$ cat config.mk
export PLATFORM = sky130hd
export DESIGN_NAME = rlp_queue
export DESIGN_NICKNAME = d
export VERILOG_FILES = /design/src/hw/rtl/rlp_pkg.sv /design/src/hw/rtl/rlp_queue.sv
export SDC_FILE = /design/constraint.sdc
export NUM_CORES = 1
export LEC_CHECK = 0
export BUFFER_PORTS_ARGS = -buffer_cell sky130_fd_sc_hd__buf_2
export CORE_AREA = 2 2 131 133
export DETAILED_ROUTE_END_ITERATION = 16
export DIE_AREA = 0 0 133 135
export PLACE_DENSITY = 0.69
export SYNTH_ARGS = -nofsm -noshare
export SYNTH_HDL_FRONTEND = slang
export SYNTH_SLANG_ARGS = --single-unit
export TNS_END_PERCENT = 10
$ cat constraint.sdc
create_clock -name clk -period 2.7 [get_ports clk]
set_clock_uncertainty 0.1 [all_clocks]
set_input_delay 0.54 -clock clk [delete_from_list [all_inputs] [get_ports clk]]
set_output_delay 0.54 -clock clk [all_outputs]
set_load 0.01 [all_outputs]
$ cat src/hw/rtl/rlp_pkg.sv
// ----------------------------------------------------------------------------
// rlp_pkg: shared types and constants
// Item structs, kind codes and register indexes for the packetizer.
// ----------------------------------------------------------------------------
package rlp_pkg;

  typedef struct packed {
    logic [1:0] func;
    logic [7:0] data_byte;
  } in_item_t;

  typedef struct packed {
    logic        accepted;
    logic [7:0]  out_byte;
    logic [31:0] seq_number;
    logic        last_of_packet;
    logic        byte_dropped;
    logic        packet_formed;
    logic        packet_discarded;
    logic [7:0]  queued_packets;
  } out_item_t;

  localparam logic [1:0] FUNC_BYTE = 2'd0;
  localparam logic [1:0] FUNC_TICK = 2'd1;
  localparam logic [1:0] FUNC_POP  = 2'd2;

  localparam logic [1:0] CFG_REFILL   = 2'd0;
  localparam logic [1:0] CFG_CAPACITY = 2'd1;
  localparam logic [1:0] CFG_QLIMIT   = 2'd2;

  localparam logic [23:0] TOKEN_ONE   = 24'h01_0000;
  localparam logic [23:0] RST_REFILL  = 24'd1966;
  localparam logic [7:0]  RST_CAP     = 8'd60;
  localparam logic [7:0]  RST_QLIMIT  = 8'd120;

  // result queue between bookkeeping and output
  localparam int OQ_DEPTH = 4;
  localparam int OQ_AW    = 2;
  localparam int OQ_CW    = 3;

endpackage

$ cat src/hw/rtl/rlp_queue.sv
// ----------------------------------------------------------------------------
// rlp_queue: result queue
// Short FIFO holding finished results until the receiver takes them.
// ----------------------------------------------------------------------------
module rlp_queue import rlp_pkg::*; (
  input  logic             clk,
  input  logic             rst_n,
  input  logic             push,
  input  out_item_t        push_data,
  output logic             out_valid,
  input  logic             out_stall,
  output out_item_t        out_data,
  output logic [OQ_CW-1:0] count
);

  out_item_t        buf_r [OQ_DEPTH];
  logic [OQ_AW-1:0] wp_r, rp_r;
  logic [OQ_CW-1:0] cnt_r;
  logic             pop;

  assign out_valid = (cnt_r != '0);
  assign pop       = out_valid && !out_stall;
  assign out_data  = buf_r[rp_r];
  assign count     = cnt_r;

  always_ff @(posedge clk) begin
    if (!rst_n) begin
      wp_r  <= '0;
      rp_r  <= '0;
      cnt_r <= '0;
    end else begin
      if (push) wp_r <= wp_r + 1'b1;
      if (pop)  rp_r <= rp_r + 1'b1;
      cnt_r <= cnt_r + OQ_CW'(push) - OQ_CW'(pop);
    end
  end

  always_ff @(posedge clk) begin
    if (push) begin
      buf_r[wp_r] <= push_data;
    end
  end

endmodule

==> out/qor.csv <==
stage,metric,value,unit
synthesis,ys_top_cells_by_count,"212 x edfxtp_1, 50 x mux4_2, 9 x dfxtp_1",
pwr,power,8.23,mW
worst_setup_path,cp-endpoint,out_data[52],
die,die_h,135,um
synthesis,yosysWarnings,0,
worst_setup_path,cp_max_fo,8,
detailed_routing,dr.pass1.iters,6,
global_route,grt_max_degree,54,
synthesis,synth_top_family_by_area,multiplexers,
cells_and_area,diodes,0,
clocking,cts.sinks,221,
die,core_area,16400,um^2
pwr,p_leak,3.31,nW
clocking,clkLatencyLatePin,0.48,ns
worst_setup_path,r2r-end,count[2],
synthesis,ys_seq_elements,221,
synthesis,synth_mux_area_frac,0.150,
job,drv_cap,0,
detailed_routing,vias,3667,
pwr,clock_power_share,0.343,
synthesis,synth_compound_area_frac,0.00245,
placement,hpwlAfterDp,8220,um
synthesis,synth-edff-count,212,
clocking,cts_buffers,22,
placement,portBuffers,113,
timing,finalMaxSlewViolations,0,
global_route,antenna_found_initial,0,
pwr,internal-power,6.35,mW
synthesis,synth_fa_ha_area_frac,0.0116,
pwr,powerDensity,849,nW/um^2
detailed_routing,drcViolationCount,0,
detailed_routing,routedWlPerCell,19.7,um
cells_and_area,drive_above_1_share,0.445,
die,start_util,0.498,
run_status,status,completed,
timing,maxSlewHeadroom,0.652,
worst_setup_path,critPathArrivalTime,1.86,ns
synthesis,yosys.cell_types.count,24,
cells_and_area,final_nets,525,
synthesis,ys_seq_area_frac,0.801,
detailed_routing,drtIter0Drc,244,
synthesis,syn_avg_cell_area,25.3,um^2
synthesis,ys.flop_type,edfxtp_1,
pwr,ir_drop,0.000621,V
global_route,grt_pass1_vias,4020,
synthesis,synthSimpleGateAreaFrac,0.0109,
global_route,grt.overflow.total,0,
clocking,h-tree-depth,1,
worst_setup_path,worst_setup_path_end_kind,output port,
detailed_routing,routed_wl,13700,um
pwr,p_comb_frac,0.168,
cells_and_area,area_growth,18.7,%
worst_setup_path,r2r_start,count[1],
min_path,hold_class,in -> reg,
worst_setup_path,r2r_cells,9,
timing,worst_slew_pin_slew,0.523,ns
cells_and_area,n_fill_cell,1207,
synthesis,async_reset_ff_frac,0,
clocking,cts-root-buf,clkbuf_16,
placement,dp.cells,655,
timing,setup_viol,0,
worst_setup_path,worst_ep_required_time,2.06,ns
pwr,swShare,0.229,
pwr,switchingPower,1.88,mW
timing,rsz0062_at_grt,no,
synthesis,synthesis.area,8170,um^2
clocking,cts_tree,yes,
clocking,cts_hold_buf,0,
synthesis,yosysTopAreaCell,edfxtp_1,
die,row_count,47,
global_route,track_usage,0.157,
synthesis,synth-xor-area-share,0.00322,
worst_setup_path,critPathKind,reg -> out,
synthesis,synthTopCellsByArea,"edfxtp_1 78%, mux4_2 14%, dfxtp_1 2.2%",
synthesis,syn_inst,323,
synthesis,synth_top_area_frac,0.779,
timing,setup_tns,0,ns
timing,period_share,0.925,
die,io_pins,114,
worst_setup_path,critPathLaunchType,flip-flop,
timing,timing_hold_violations_final,0,
cells_and_area,instances_no_fill,694,
timing,period_needed,2.50,ns
synthesis,yosysMostFrequentCell,edfxtp_1,
detailed_routing,vias_per_cell,5.28,
die,die_x,133,um
clocking,path_clk_slew,0.06,ns
clocking,clk_path_buf_depth,3,
pwr,seqPwrFrac,0.489,
synthesis,synthesis.nets,387,
timing,timing.fmax,400,MHz
cells_and_area,final_util,0.591,
die,die-area,18000,um^2
global_route,grt_pass1_wl,21600,um
placement,gp_congestion,0.677,
detailed_routing,ant_nets,0,
worst_setup_path,reg2reg_setup_slack,0.29,ns
[sequential cells by signal, summed over array words and instances, names as in the netlist, named ones only]
register	count
wp_r	2
rp_r	2
buf_r	212
count	3
[placed cells by master (no fill, tap or decap), types with 2 or more instances in the layout]
master     Yosys  routed
mux4_2        50      50
clkbuf_8       0       2
buf_12         5       3
mux2i_1        2       2
mux4_1         3       3
dfxtp_1        9       7
edfxtp_1     212     212
clkbuf_1       1       6
buf_2          5     113
and2_1         8       4
and2_2         0       4
ha_1           6       6
inv_1          7       7
clkinv_2       0       3
clkbuf_16      0      23
buf_4          0      10
xnor2_1        2       2
clkinv_1       0       2
a21boi_0       2       2
[power by group through the flow]
| stage | logic (mW) | clock network (mW) | registers, mW |
|---|---|---|---|
| 2_1_floorplan | 0.972 | 0 | 4.08 |
| 3_3_place_gp | 1.34 | 0 | 4.11 |
| 3_5_place_dp | 1.37 | 0 | 4.13 |
| 4_1_cts | 1.42 | 2.91 | 4.03 |
| 5_1_grt | 1.51 | 3.04 | 4.04 |
| 6_report | 1.38 | 2.82 | 4.03 |
[cell type report]
class / instances / area (um^2) / area share
Clock buffer: 31 / 626 / 0.0645
Inverter: 7 / 26.3 / 0.00271
Clock inverter: 6 / 52.6 / 0.00542
Tap cell: 220 / 275 / 0.0284
Multi-Input combinational cell: 83 / 1460 / 0.151
Sequential cell: 221 / 6550 / 0.676
Timing Repair Buffer: 126 / 701 / 0.0723
[worst min-delay path by stage]
| stage | endpoint | from | cells past startpoint |
|---|---|---|---|
| detailed placement | flip-flop | rp_r[1] | 2 |
| finish | buf_r[2][8] | push_data[8] | 1 |
| global placement | flip-flop | rp_r[1] | 2 |
| CTS | buf_r[1][32] | push_data[32] | 1 |
| global route | buf_r[3][49] | push_data[49] | 1 |
| floorplan | flip-flop | rp_r[1] | 2 |
[worst max-delay path: stages, from the launching register on]
cell	delay, ns
dfxtp_4	0.43
buf_4	0.24
mux4_1	0.55
buf_2	0.15
[repair_timing]
item,CTS,global route
setup endpoints to repair,4,0
resized for setup,0,0
setup buffers,2,0
[metrics by stage]
step | worst slack, ns | instance area, um^2 | hold WS, ns
after global routing | 0.0955 | 9690 | 0.151
after CTS | 0.157 | 9690 | 0.146
after floorplan | 0.383 | 8170 | 0.345
after detailed placement | 0.298 | 9000 | 0.375
final | 0.202 | 9690 | 0.169
after global placement | 0.491 | 9000 | 0.349
[layer usage]
| layer | wire length [um] | GRT usage | vias up |
|---|---|---|---|
| li1 | - | - | 1642 |
| met1 | 5740 | 0.203 | 1905 |
| met2 | 7050 | 0.270 | 99 |
| met3 | 711 | 0.0342 | 21 |
| met4 | 202 | 0.0466 | 0 |
| met5 | 0 | 0 | - |
[logic make-up after synthesis]
group,after synthesis
AO/OA/AOI/OAI,3
multiplexers,55
AND/OR/NAND/NOR,15
flip-flops,221
buffers and inverters,19
adder cells (fa/ha/maj),7
XOR/XNOR,3
Note: power is estimated with default switching activity, not from simulation.
